**src/rtl/core/swarq_pkg.sv**
```systemverilog
// Shared constants and codes for the sliding-window retransmission sender.
`default_nettype none
package swarq_pkg;

	// Window and packet limits
	localparam int WINDOW_SLOTS = 32;
	localparam int MAX_PAYLOAD  = 1400;
	localparam int MAX_RESULTS  = 32;

	// Derived widths
	localparam int SLOT_W  = $clog2(WINDOW_SLOTS);
	localparam int CNT_W   = $clog2(WINDOW_SLOTS + 1);
	localparam int RES_W   = $clog2(MAX_RESULTS);
	localparam int SEQ_W   = 16;
	localparam int SIZE_W  = 11;
	localparam int MAP_W   = 32;
	localparam int TOTAL_W = 32;
	localparam int KIND_W  = 2;
	localparam int OKIND_W = 3;

	// Input item kinds
	localparam logic [KIND_W-1:0] KIND_SEND    = 2'd0;
	localparam logic [KIND_W-1:0] KIND_ACK     = 2'd1;
	localparam logic [KIND_W-1:0] KIND_FINISH  = 2'd2;
	localparam logic [KIND_W-1:0] KIND_TIMEOUT = 2'd3;

	// Result kinds
	localparam logic [OKIND_W-1:0] OUT_TX       = 3'd0;
	localparam logic [OKIND_W-1:0] OUT_RETX     = 3'd1;
	localparam logic [OKIND_W-1:0] OUT_REFUSED  = 3'd2;
	localparam logic [OKIND_W-1:0] OUT_FINISHED = 3'd3;
	localparam logic [OKIND_W-1:0] OUT_STATUS   = 3'd4;

endpackage
`default_nettype wire

```
**src/rtl/core/swarq_ram.sv**
```systemverilog
// Generic single-write, single-read RAM with registered read data.
`default_nettype none
module swarq_ram #(
	parameter int WIDTH = 8,
	parameter int DEPTH = 32
) (
	input  wire logic                     clk,
	input  wire logic                     we,
	input  wire logic [$clog2(DEPTH)-1:0] waddr,
	input  wire logic [WIDTH-1:0]         wdata,
	input  wire logic [$clog2(DEPTH)-1:0] raddr,
	output logic      [WIDTH-1:0]         rdata
);

	logic [WIDTH-1:0] mem [DEPTH];

	// Write port and registered read port
	always_ff @(posedge clk) begin
		if (we) begin
			mem[waddr] <= wdata;
		end
		rdata <= mem[raddr];
	end

endmodule
`default_nettype wire

```
**src/rtl/core/sliding_window_arq_sender.sv**
```systemverilog
// Sender side of a sliding-window retransmission protocol: window, slot sizes, byte total.
//
// Results leave as one-cycle beats on result_valid and cannot be held off by the receiver,
// so any consumer must take every beat as it comes. A send request, a finish notice, or any
// item after the finish is taken while busy is low, and its single result appears the next
// cycle. An acknowledgement keeps busy high while it retires the slots it covers (one
// slot-size RAM read per cycle, summed into the total) and then scans the window for
// packets to retransmit (one position per cycle on the same RAM port). A timeout tick runs
// the same scan. Slot sizes live in one RAM with a registered read; the retire loop and
// the scan share its single read port.
`default_nettype none
module sliding_window_arq_sender (
	input  wire logic                             clk,
	input  wire logic                             arst_n,
	input  wire logic                             start,
	output logic                                  busy,
	input  wire logic [swarq_pkg::KIND_W-1:0]     kind,
	input  wire logic [swarq_pkg::SIZE_W-1:0]     payload_size,
	input  wire logic [swarq_pkg::SEQ_W-1:0]      ack_seq,
	input  wire logic [swarq_pkg::MAP_W-1:0]      received_map,
	output logic                                  result_valid,
	output logic      [swarq_pkg::OKIND_W-1:0]    out_kind,
	output logic      [swarq_pkg::SEQ_W-1:0]      out_seq,
	output logic      [swarq_pkg::SIZE_W-1:0]     out_size,
	output logic      [swarq_pkg::TOTAL_W-1:0]    delivered_bytes,
	output logic                                  last
);

	localparam int W = swarq_pkg::WINDOW_SLOTS;
	localparam int SW = swarq_pkg::SLOT_W;

	typedef enum logic [1:0] {
		ST_IDLE,
		ST_POP,
		ST_PREP,
		ST_SCAN
	} state_t;

	state_t state_q;

	// Architectural state
	logic [swarq_pkg::SEQ_W-1:0]   base_q;
	logic [swarq_pkg::SEQ_W-1:0]   next_q;
	logic [SW-1:0]                 head_q;
	logic [W-1:0]                  valid_q;
	logic [swarq_pkg::TOTAL_W-1:0] total_q;
	logic                          fin_q;

	// Per-item working registers
	logic [swarq_pkg::MAP_W-1:0]   map_q;
	logic                          is_ack_q;
	logic [swarq_pkg::CNT_W-1:0]   pop_left_q;
	logic [W-1:0]                  cand_q;
	logic                          any_q;
	logic [SW-1:0]                 pos_q;
	logic [swarq_pkg::RES_W-1:0]   emit_q;

	// Read pipeline stage
	logic                          pop_s1;
	logic                          rd_s1;
	logic [swarq_pkg::SEQ_W-1:0]   seq_s1;
	logic                          last_s1;

	// Result register
	logic                          res_valid_q;
	logic [swarq_pkg::OKIND_W-1:0] res_kind_q;
	logic [swarq_pkg::SEQ_W-1:0]   res_seq_q;
	logic [swarq_pkg::SIZE_W-1:0]  res_size_q;
	logic [swarq_pkg::TOTAL_W-1:0] res_total_q;
	logic                          res_last_q;

	// RAM ports
	logic                          ram_we;
	logic [SW-1:0]                 ram_waddr;
	logic [SW-1:0]                 ram_raddr;
	logic [swarq_pkg::SIZE_W-1:0]  ram_rdata;

	// Derived combinational values
	logic                          accept;
	logic [swarq_pkg::SEQ_W-1:0]   count;
	logic                          full;
	logic                          refuse;
	logic [swarq_pkg::SEQ_W-1:0]   ahead;
	logic [swarq_pkg::SEQ_W-1:0]   pops;
	logic [W-1:0]                  cand;
	logic [W-1:0]                  cand_next;
	logic                          cap_hit;
	logic [swarq_pkg::TOTAL_W:0]   sum;

	// Ring index: head plus offset, wrapped to the window size
	function automatic logic [SW-1:0] slot_add(input logic [SW-1:0] a, input logic [SW-1:0] b);
		logic [SW:0] s;
		s = {1'b0, a} + {1'b0, b};
		if (s >= (SW+1)'(W)) begin
			s = s - (SW+1)'(W);
		end
		return s[SW-1:0];
	endfunction

	assign busy     = (state_q != ST_IDLE) || rd_s1;
	assign accept   = start && !busy;
	assign count    = next_q - base_q;
	assign full     = count >= swarq_pkg::SEQ_W'(W);
	assign refuse   = full || (payload_size > swarq_pkg::SIZE_W'(swarq_pkg::MAX_PAYLOAD));
	assign ahead    = ack_seq - base_q;
	assign pops     = ahead[swarq_pkg::SEQ_W-1] ? '0 : ((ahead > count) ? count : ahead);
	assign cand_next = cand_q >> 1;
	assign cap_hit  = emit_q == swarq_pkg::RES_W'(swarq_pkg::MAX_RESULTS - 1);
	assign sum      = {1'b0, total_q} + {{(swarq_pkg::TOTAL_W + 1 - swarq_pkg::SIZE_W){1'b0}},
		ram_rdata};

	// Store the size of an accepted send in the next free slot
	assign ram_we    = accept && !fin_q && (kind == swarq_pkg::KIND_SEND) && !refuse;
	assign ram_waddr = slot_add(head_q, count[SW-1:0]);
	assign ram_raddr = (state_q == ST_POP) ? head_q : slot_add(head_q, pos_q);

	// Mark window positions that need a retransmit
	always_comb begin
		for (int i = 0; i < W; i++) begin
			cand[i] = (swarq_pkg::SEQ_W'(i) < count)
				&& valid_q[slot_add(head_q, SW'(i))]
				&& !(is_ack_q && (i < swarq_pkg::MAP_W) && map_q[i % swarq_pkg::MAP_W]);
		end
	end

	swarq_ram #(
		.WIDTH(swarq_pkg::SIZE_W),
		.DEPTH(W)
	) u_size_ram (
		.clk  (clk),
		.we   (ram_we),
		.waddr(ram_waddr),
		.wdata(payload_size),
		.raddr(ram_raddr),
		.rdata(ram_rdata)
	);

	// Sequencer, window state and result register
	always_ff @(posedge clk or negedge arst_n) begin
		if (!arst_n) begin
			state_q     <= ST_IDLE;
			base_q      <= '0;
			next_q      <= '0;
			head_q      <= '0;
			valid_q     <= '0;
			total_q     <= '0;
			fin_q       <= 1'b0;
			map_q       <= '0;
			is_ack_q    <= 1'b0;
			pop_left_q  <= '0;
			cand_q      <= '0;
			any_q       <= 1'b0;
			pos_q       <= '0;
			emit_q      <= '0;
			pop_s1      <= 1'b0;
			rd_s1       <= 1'b0;
			seq_s1      <= '0;
			last_s1     <= 1'b0;
			res_valid_q <= 1'b0;
			res_kind_q  <= '0;
			res_seq_q   <= '0;
			res_size_q  <= '0;
			res_total_q <= '0;
			res_last_q  <= 1'b0;
		end else begin
			res_valid_q <= 1'b0;
			pop_s1      <= 1'b0;
			rd_s1       <= 1'b0;

			// Accumulate retired slot sizes, saturating
			if (pop_s1) begin
				total_q <= sum[swarq_pkg::TOTAL_W] ? '1 : sum[swarq_pkg::TOTAL_W-1:0];
			end

			// Emit a retransmit beat once its size is read
			if (rd_s1) begin
				res_valid_q <= 1'b1;
				res_kind_q  <= swarq_pkg::OUT_RETX;
				res_seq_q   <= seq_s1;
				res_size_q  <= ram_rdata;
				res_total_q <= total_q;
				res_last_q  <= last_s1;
			end

			case (state_q)
				ST_IDLE: begin
					if (accept) begin
						if (fin_q) begin
							res_valid_q <= 1'b1;
							res_kind_q  <= swarq_pkg::OUT_FINISHED;
							res_seq_q   <= base_q;
							res_size_q  <= '0;
							res_total_q <= total_q;
							res_last_q  <= 1'b1;
						end else begin
							case (kind)
								swarq_pkg::KIND_SEND: begin
									res_valid_q <= 1'b1;
									res_seq_q   <= next_q;
									res_total_q <= total_q;
									res_last_q  <= 1'b1;
									if (refuse) begin
										res_kind_q <= swarq_pkg::OUT_REFUSED;
										res_size_q <= '0;
									end else begin
										res_kind_q          <= swarq_pkg::OUT_TX;
										res_size_q          <= payload_size;
										valid_q[ram_waddr] <= 1'b1;
										next_q              <= next_q + 1'b1;
									end
								end
								swarq_pkg::KIND_FINISH: begin
									fin_q       <= 1'b1;
									res_valid_q <= 1'b1;
									res_kind_q  <= swarq_pkg::OUT_FINISHED;
									res_seq_q   <= base_q;
									res_size_q  <= '0;
									res_total_q <= total_q;
									res_last_q  <= 1'b1;
								end
								swarq_pkg::KIND_ACK: begin
									map_q      <= received_map;
									is_ack_q   <= 1'b1;
									pop_left_q <= pops[swarq_pkg::CNT_W-1:0];
									state_q    <= (pops != '0) ? ST_POP : ST_PREP;
								end
								default: begin
									is_ack_q <= 1'b0;
									state_q  <= ST_PREP;
								end
							endcase
						end
					end
				end
				ST_POP: begin
					// Retire the head slot and advance the window
					pop_s1          <= 1'b1;
					valid_q[head_q] <= 1'b0;
					head_q          <= slot_add(head_q, SW'(1));
					base_q          <= base_q + 1'b1;
					pop_left_q      <= pop_left_q - 1'b1;
					if (pop_left_q == swarq_pkg::CNT_W'(1)) begin
						state_q <= ST_PREP;
					end
				end
				ST_PREP: begin
					cand_q  <= cand;
					any_q   <= |cand;
					pos_q   <= '0;
					emit_q  <= '0;
					state_q <= ST_SCAN;
				end
				ST_SCAN: begin
					if (!any_q) begin
						// Nothing to resend: an acknowledgement reports status
						if (is_ack_q) begin
							res_valid_q <= 1'b1;
							res_kind_q  <= swarq_pkg::OUT_STATUS;
							res_seq_q   <= base_q;
							res_size_q  <= '0;
							res_total_q <= total_q;
							res_last_q  <= 1'b1;
						end
						state_q <= ST_IDLE;
					end else begin
						// Walk one window position per cycle
						if (cand_q[0]) begin
							rd_s1   <= 1'b1;
							seq_s1  <= base_q + {{(swarq_pkg::SEQ_W - SW){1'b0}}, pos_q};
							last_s1 <= (cand_next == '0) || cap_hit;
							emit_q  <= emit_q + 1'b1;
						end
						cand_q <= cand_next;
						pos_q  <= pos_q + 1'b1;
						if ((cand_next == '0) || (cand_q[0] && cap_hit)) begin
							state_q <= ST_IDLE;
						end
					end
				end
				default: begin
					state_q <= ST_IDLE;
				end
			endcase
		end
	end

	assign result_valid    = res_valid_q;
	assign out_kind        = res_kind_q;
	assign out_seq         = res_seq_q;
	assign out_size        = res_size_q;
	assign delivered_bytes = res_total_q;
	assign last            = res_last_q;

endmodule
`default_nettype wire

```
**config.mk**
```make
export PLATFORM = sky130hd
export DESIGN_NAME = sliding_window_arq_sender
export DESIGN_NICKNAME = d
export VERILOG_FILES = /design/src/rtl/core/swarq_pkg.sv /design/src/rtl/core/swarq_ram.sv /design/src/rtl/core/sliding_window_arq_sender.sv
export SDC_FILE = /design/constraint.sdc
export NUM_CORES = 1
export LEC_CHECK = 0
export BUFFER_PORTS_ARGS = -buffer_cell sky130_fd_sc_hd__buf_2
export CORE_ASPECT_RATIO = 0.5
export CORE_MARGIN = 2
export CORE_UTILIZATION = 67
export DETAILED_ROUTE_END_ITERATION = 8
export PLACE_DENSITY = 0.86
export SLEW_MARGIN = 20
export SYNTH_ARGS = -nofsm -noshare
export SYNTH_HDL_FRONTEND = slang
export SYNTH_SLANG_ARGS = --single-unit
```
**constraint.sdc**
```tcl
create_clock -name clk -period 13.3 [get_ports clk]
set_input_delay 0.665 -clock clk [delete_from_list [all_inputs] [get_ports clk]]
set_output_delay 0.665 -clock clk [all_outputs]
set_load 0.01 [all_outputs]
```
; ---- Yosys cells after proc, flatten, opt, wreduce, memory -nomap -nowiden
; Memories as Yosys holds them, arrays and structs flattened. A register that Yosys moved wholly into a read port is not among the register bits.
; Cells that the tools add are included.
[op_classes]
eq_ne = 17
n_mux = 183
magnitude_cmp = 105
n_reduce_logical = 161
add_sub_neg = 76
bitwise_logic = 6
[op_table]
columns = cell, count
row1 = $mux W32, 12
row2 = $lt A5 B16 Y1 const A, 16
row3 = $lt A5 B6 Y1 const B, 34
row4 = $ge A6 B6 Y1 const B, 33
row5 = $pmux W32 S2, 3
row6 = $mux W5, 38
row7 = $sub A5 B1 Y5 const B, 34
row8 = $bmux W1 S5, 32
row9 = $lt A4 B16 Y1 const A, 8
row10 = $mux W16, 7
row11 = $logic_and A1 B1 Y1, 103
row12 = $add A5 B5 Y6 const B, 16
row13 = $mux W11, 6
row14 = $lt A3 B16 Y1 const A, 4
row15 = $pmux W16 S2, 2
row16 = $mux W1, 54
row17 = $add A5 B4 Y6 const B, 8
row18 = $pmux W11 S2, 2
row19 = $logic_not A1 Y1, 35
row20 = $add A32 B11 Y33, 1
row21 = $add A16 B1 Y16 const B, 2
row22 = $and A32 B32 Y32, 1
row23 = $logic_not A32 Y1, 1
row24 = $lt A1 B16 Y1 const A, 2
row25 = other kinds (44), 94
[word_totals]
mem_count = 1
in_bits = 64
ramBits = 352
output_inout_bits = 65
regBits = 269
word_cells = 573
[mem_list]
columns = name, words, width, rd, rd_ports_with_merged_regs, write_ports, line_no
row1 = u_size_ram.mem, 32, 11, 1, 1, 1, swarq_ram.sv:15  ; logic [WIDTH-1:0] mem [DEPTH];

; ---- Logic depth before layout (Yosys ltp)
[depth]
depth_word = 14
depth_mapped = 22
ltp_nobuf = 21

; ---- By module
; From an unflattened synthesis, not the netlist that was laid out.
[unflattened]
cells_unflattened = 2803
hier_area_um2 = 33264.4
[modules_own_cells]
columns = module, cells_per_inst, seq_area_each_um2, area_per_inst_um2, instances
row1 = sliding_window_arq_sender, 2002, 6731.5, 19072.0, 1
row2 = swarq_ram, 801, 10790.3, 14192.4, 1

; ---- Worst setup path before layout
; No wires, ideal clock.
[synth_path]
path_type = input to register
startpoint = in ack_seq[0] (netlist name)
endpoint = reg pop_left_q[0] (netlist name)
path_stages = 22
slack_ps = 8158
t_arrival_ps = 5065
setup_time_ps = 76
cell_sequence = inv_1 -> ha_1 -> inv_1 -> fa_1 -> a21o_1 -> a21oi_1 -> o21ai_0 -> a221oi_1 -> o21ai_0 -> a31o_2 -> a21oi_1 -> xor2_1 -> inv_1 -> ha_1 -> and3_1 -> nand3_1 -> or4_1 -> a221oi_1 -> o22a_1 -> clkbuf_1 -> mux2_2 -> o21ai_1
[synth_between]
elab_chain_len = 8
[synth_lines]
columns = element, line_no
row1 = from (decl), sliding_window_arq_sender.sv:19  ; input wire logic [swarq_pkg::SEQ_W-1:0] ack_seq,
row2 = $sub A16 B16 Y16 (*), sliding_window_arq_sender.sv:105  ; assign ahead = ack_seq - base_q;
row3 = $gt A16 B16 Y1, sliding_window_arq_sender.sv:106  ; assign pops = ahead[swarq_pkg::SEQ_W-1] ? '0 : ((ahead > count) ? count : ahead);
row4 = $mux W16, sliding_window_arq_sender.sv:106
row5 = $mux W16 (*), sliding_window_arq_sender.sv:106
row6 = $mux W6 (*), sliding_window_arq_sender.sv:196  ; case (kind)
row7 = $mux W6 (*), sliding_window_arq_sender.sv:188  ; if (fin_q) begin
row8 = $mux W6 (*), sliding_window_arq_sender.sv:187  ; if (accept) begin
row9 = $pmux W6 S2 (*), sliding_window_arq_sender.sv:185  ; case (state_q)
row10 = to (signal assigned), sliding_window_arq_sender.sv:224  ; pop_left_q <= pops[swarq_pkg::CNT_W-1:0];
row11 = to (signal assigned), sliding_window_arq_sender.sv:241  ; pop_left_q <= pop_left_q - 1'b1;
row12 = to (decl), sliding_window_arq_sender.sv:52  ; logic [swarq_pkg::CNT_W-1:0] pop_left_q;
; Mark *: on every way between the ends. The rest lies on a longest branch, timed or not. The select of a mux whose other input is x is not followed.
; A chain may end at the register's enable or synchronous reset.

; ---- Worst setup path in the final report
[layout_path]
startpoint = reg base_q[1] (netlist name)
endpoint = mem u_size_ram.mem[20][5] (netlist name), enable pin
[layout_between]
elab_chain_len = 7
[layout_lines]
columns = element, line_no
row1 = from (decl), sliding_window_arq_sender.sv:42  ; logic [swarq_pkg::SEQ_W-1:0] base_q;
row2 = from (signal assigned), sliding_window_arq_sender.sv:240  ; base_q <= base_q + 1'b1;
row3 = $sub A16 B16 Y16 (*), sliding_window_arq_sender.sv:102  ; assign count = next_q - base_q;
row4 = $ge A16 B6 Y1, sliding_window_arq_sender.sv:103  ; assign full = count >= swarq_pkg::SEQ_W'(W);
row5 = $logic_or A1 B1 Y1, sliding_window_arq_sender.sv:104  ; assign refuse = full || (payload_size > swarq_pkg::SIZE_W'(swarq_pkg::MAX_PAYLOAD));
row6 = $logic_not A1 Y1, sliding_window_arq_sender.sv:113  ; assign ram_we = accept && !fin_q && (kind == swarq_pkg::KIND_SEND) && !refuse;
row7 = $logic_and A1 B1 Y1, sliding_window_arq_sender.sv:113
row8 = $mux W1, swarq_ram.sv:19  ; if (we) begin
row9 = $mux W1 (not written as such), swarq_ram.sv:20  ; mem[waddr] <= wdata;
row10 = to (decl), swarq_ram.sv:15
; Mark *: on every way between the ends. The rest lies on a longest branch, timed or not.

==> flow_summary.yaml <==
routing:
  detailedRoute.firstIterationViolations: 3279
  antenna_violating_nets_post_route: 0
  viasPerCell: 7.06
  m1WireLength_um: 33500
  route.detailed.wl_per_inst_um: 26.1
  drt_pre_antenna_iters: 5
  dr.max_layer_used: "met4"
  drt-total-wl_um: 86800
  wl_met3_um: 8950
  num_vias: 23504
  drc: 0
  met2RoutedLength_um: 40600
logic_synthesis:
  number_of_instances_in_the_synthesized_netlist: 2567
  synth_top_cell_area_share_pct: 32.6
  post_synth.cell_area_avg_um2: 12.6
  synth.cell_area_um2: 32400
  synth_largest_area_cell: "edfxtp_1"
  yosysUniqueCellTypes: 79
  yosysWarningCount: 0
  synth_enable_flop_cells: 352
  postSynthRegisterBits: 632
  synthesis.nets: 2733
  synth.top_cells.by_area: "edfxtp_1 (33%), dfrtp_1 (21%), mux4_2 (10%)"
  sequential_share_of_the_synthesized_area_pct: 54.0
  postSynth.topFlopCell: "edfxtp_1"
  post_synth_most_frequent_cells: "edfxtp_1 (352), dfrtp_1 (269), nor2_1 (186)"
  postSynth.asyncResetShare_pct: 42.6
  most_frequently_used_cell_type_in_the_post_synthesis_netlist: "edfxtp_1"
clock_network:
  clk_root_buffer_cell: "clkbuf_16"
  cts.reportedPaths.clkPinSlew_ps: 70
  cts.htree.levels: 2
  clkSinkCount: 632
  worstSkewPairLatency_ps: 630
  postCtsSetupBuffers: 0
  cts-buffers-inserted: 52
  cts-root-to-sink-buffers: 3
  clock_tree_from_tritoncts: "yes"
floorplan:
  die_x_um: 315
  design.portCount: 129
  die_area_um2: 50300
  placementRows: 56
  start_util_pct: 68.5
  fp.dieH_um: 160
  core-area_um2: 47300
timing:
  rsz0062_at_grt: "false"
  pin_slew_with_the_least_headroom_to_its_limit_ps: 1130
  hold_violations: 0
  setup_viol: 0
  hold_ws_ps: 289
  clock.fmax_mhz: 170
  relative_slew_slack_pct: 24.5
  final_period_minus_worst_setup_slack_ps: 5870
  finalSetupTns_ps: 0
  skew_ps: 47.4
  slew_viol_final: 0
  final.period_utilization_pct: 44.1
grt:
  vias_in_the_first_global_route: 22852
  grt_antenna_before_repair: 3
  grt.overflow.total: 0
  grt_usage_pct: 34.6
  largest_net_degree_at_the_start_of_global_routing: 138
  grt_pass1_wl_um: 134000
placement:
  port-buffer-count: 128
  globalplace.congestion: 0.982
  place.detailed.hpwl_um: 57400
  post_dp_cell_area_um2: 33700
run_status:
  status: "completed"
worst_hold_path:
  min_to: "map_q[2]"
  hold-path-cell-count: 2
  worstHoldPathType: "input pin to flip-flop"
  min_from: "received_map[2]"
layout:
  fin_nets: 2819
  final_util_pct: 74.8
  ratio_of_cells_with_drive_above_1_in_the_final_layout_pct: 17.7
  fill_cells: 2855
  reg_area_um2: 17500
  layout_overhead_on_the_synthesized_area_pct: 9.17
  multiInputGateArea_um2: 14200
  fin_area_um2: 35400
critical_path:
  timing.reg2reg.setup_slack_ps: 7430
  path_class: "flip-flop to flip-flop"
  worstPathMaxFanout: 18
  worst_ep_arrival_time_ps: 6100
  critPathLaunchType: "flip-flop"
  ff2ff_path_depth: 13
  cpMaxStageDelayCell: "nor2_1"
  critPathCaptureType: "flip-flop"
  r2r-start: "base_q[1]"
  worst_path_largest_cell_delay_ps: 1090
  crit-reg2reg-capture: "u_size_ram.mem[20][5]"
  worst_setup_path_start: "base_q[1]"
  worstPathCellList: "inv_1 > ha_1 > nor2b_1 > o31a_1 > o31ai_1 > a31oi_1 > a31oi_1 > nand2_1 > nor4_4 > buf_4 > nor2b_1 > nand2_1 > nor2_1"
  worst_ep_required_time_ps: 13530
power:
  leak_nw: 13.7
  ir_worst_vdd_mv: 0.177
  power_density_nw_per_um2: 230
flow_run:
  cap_violations: 0
critical path, delay by kind of cell (launching register included):
family	cells	cell delay, ps
buffers and inverters	2	540
AOI/OAI and AO/OA	4	1340
DFF	1	510
adders and majority gates	1	340
and+or+nand+nor	6	2770
layer usage:
metal  track usage, %  vias up
met4             13.1        0
met2             54.1     1590
li1                 -     9968
met5                0        -
met3             6.45      310
met1             49.0    11636
cell usage in the layout (no fill, tap or decap), types with 30 or more instances in the layout:
master	n
buf_4	30
nand3_1	46
ha_1	94
mux4_2	147
a22o_1	35
buf_2	127
nor2_1	182
a21oi_1	142
xnor2_1	84
nor2b_1	30
dfrtp_1	266
mux2_2	69
a31oi_1	34
o21ai_0	152
nand2_1	155
inv_1	83
a211oi_1	38
clkbuf_16	54
edfxtp_1	352
mux2i_1	118
per-stage QoR:
step / total power, mW / setup WS [ps] / std cells
2_1_floorplan: 5.38 / 8160 / 2567
3_3_place_gp: 6.31 / 7800 / 3234
3_5_place_dp: 6.48 / 7670 / 3234
4_1_cts: 8.04 / 7690 / 3327
5_1_grt: 8.50 / 7270 / 3331
6_report: 8.14 / 7430 / 3331
sequential cells by signal, indices dropped and copies added (netlist names), 3 cells and up:
name,count
delivered_bytes,32
emit_q,5
next_q,16
pos_q,5
pop_left_q,6
total_q,32
u_size_ram.mem,352
valid_q,32
out_size,11
map_q,32
u_size_ram.rdata,11
out_kind,3
cand_q,32
out_seq,16
head_q,5
base_q,16
seq_s1,16
layout make-up:
cell class                      instances  share of cell area (%)
Clock buffer                           77                    4.18
Inverter                               90                   0.955
Clock inverter                         16                   0.435
Antenna cell                            1                 0.00707
Timing Repair Buffer                  162                    2.66
Multi-Input combinational cell       1715                    40.0
Tap cell                              638                    2.26
Sequential cell                       632                    49.5
report_power, final:
part	switching, mW	total, mW	internal [mW]
clock network	0.726	1.52	0.794
logic	2.46	4.10	1.64
registers	0.227	2.52	2.30
total	3.41	8.14	4.73
how the worst max path moves through the flow:
stage,slack (ps),to,cells past startpoint
3_5_place_dp,7670,pop_left_q[0],22
2_1_floorplan,8160,pop_left_q[0],22
6_report,7430,u_size_ram.mem[20][5],13
3_3_place_gp,7800,pop_left_q[0],22
4_1_cts,7690,u_size_ram.mem[15][9],12
5_1_grt,7270,u_size_ram.mem[0][6],13
kinds of logic after synthesis:
kind of cell	share of synthesized area, %
flip-flops	54.0
AO/OA/AOI/OAI	11.4
XOR/XNOR	3.05
AND/OR/NAND/NOR	8.40
multiplexers	16.4
buffers and inverters	2.61
adder cells (fa/ha/maj)	4.11
timing repair:
item | in CTS | in global routing
gates resized for setup | 0 | 0
hold buffers | 0 | 1
hold endpoints to repair | 0 | 11
(Power assumes the default switching activity.)
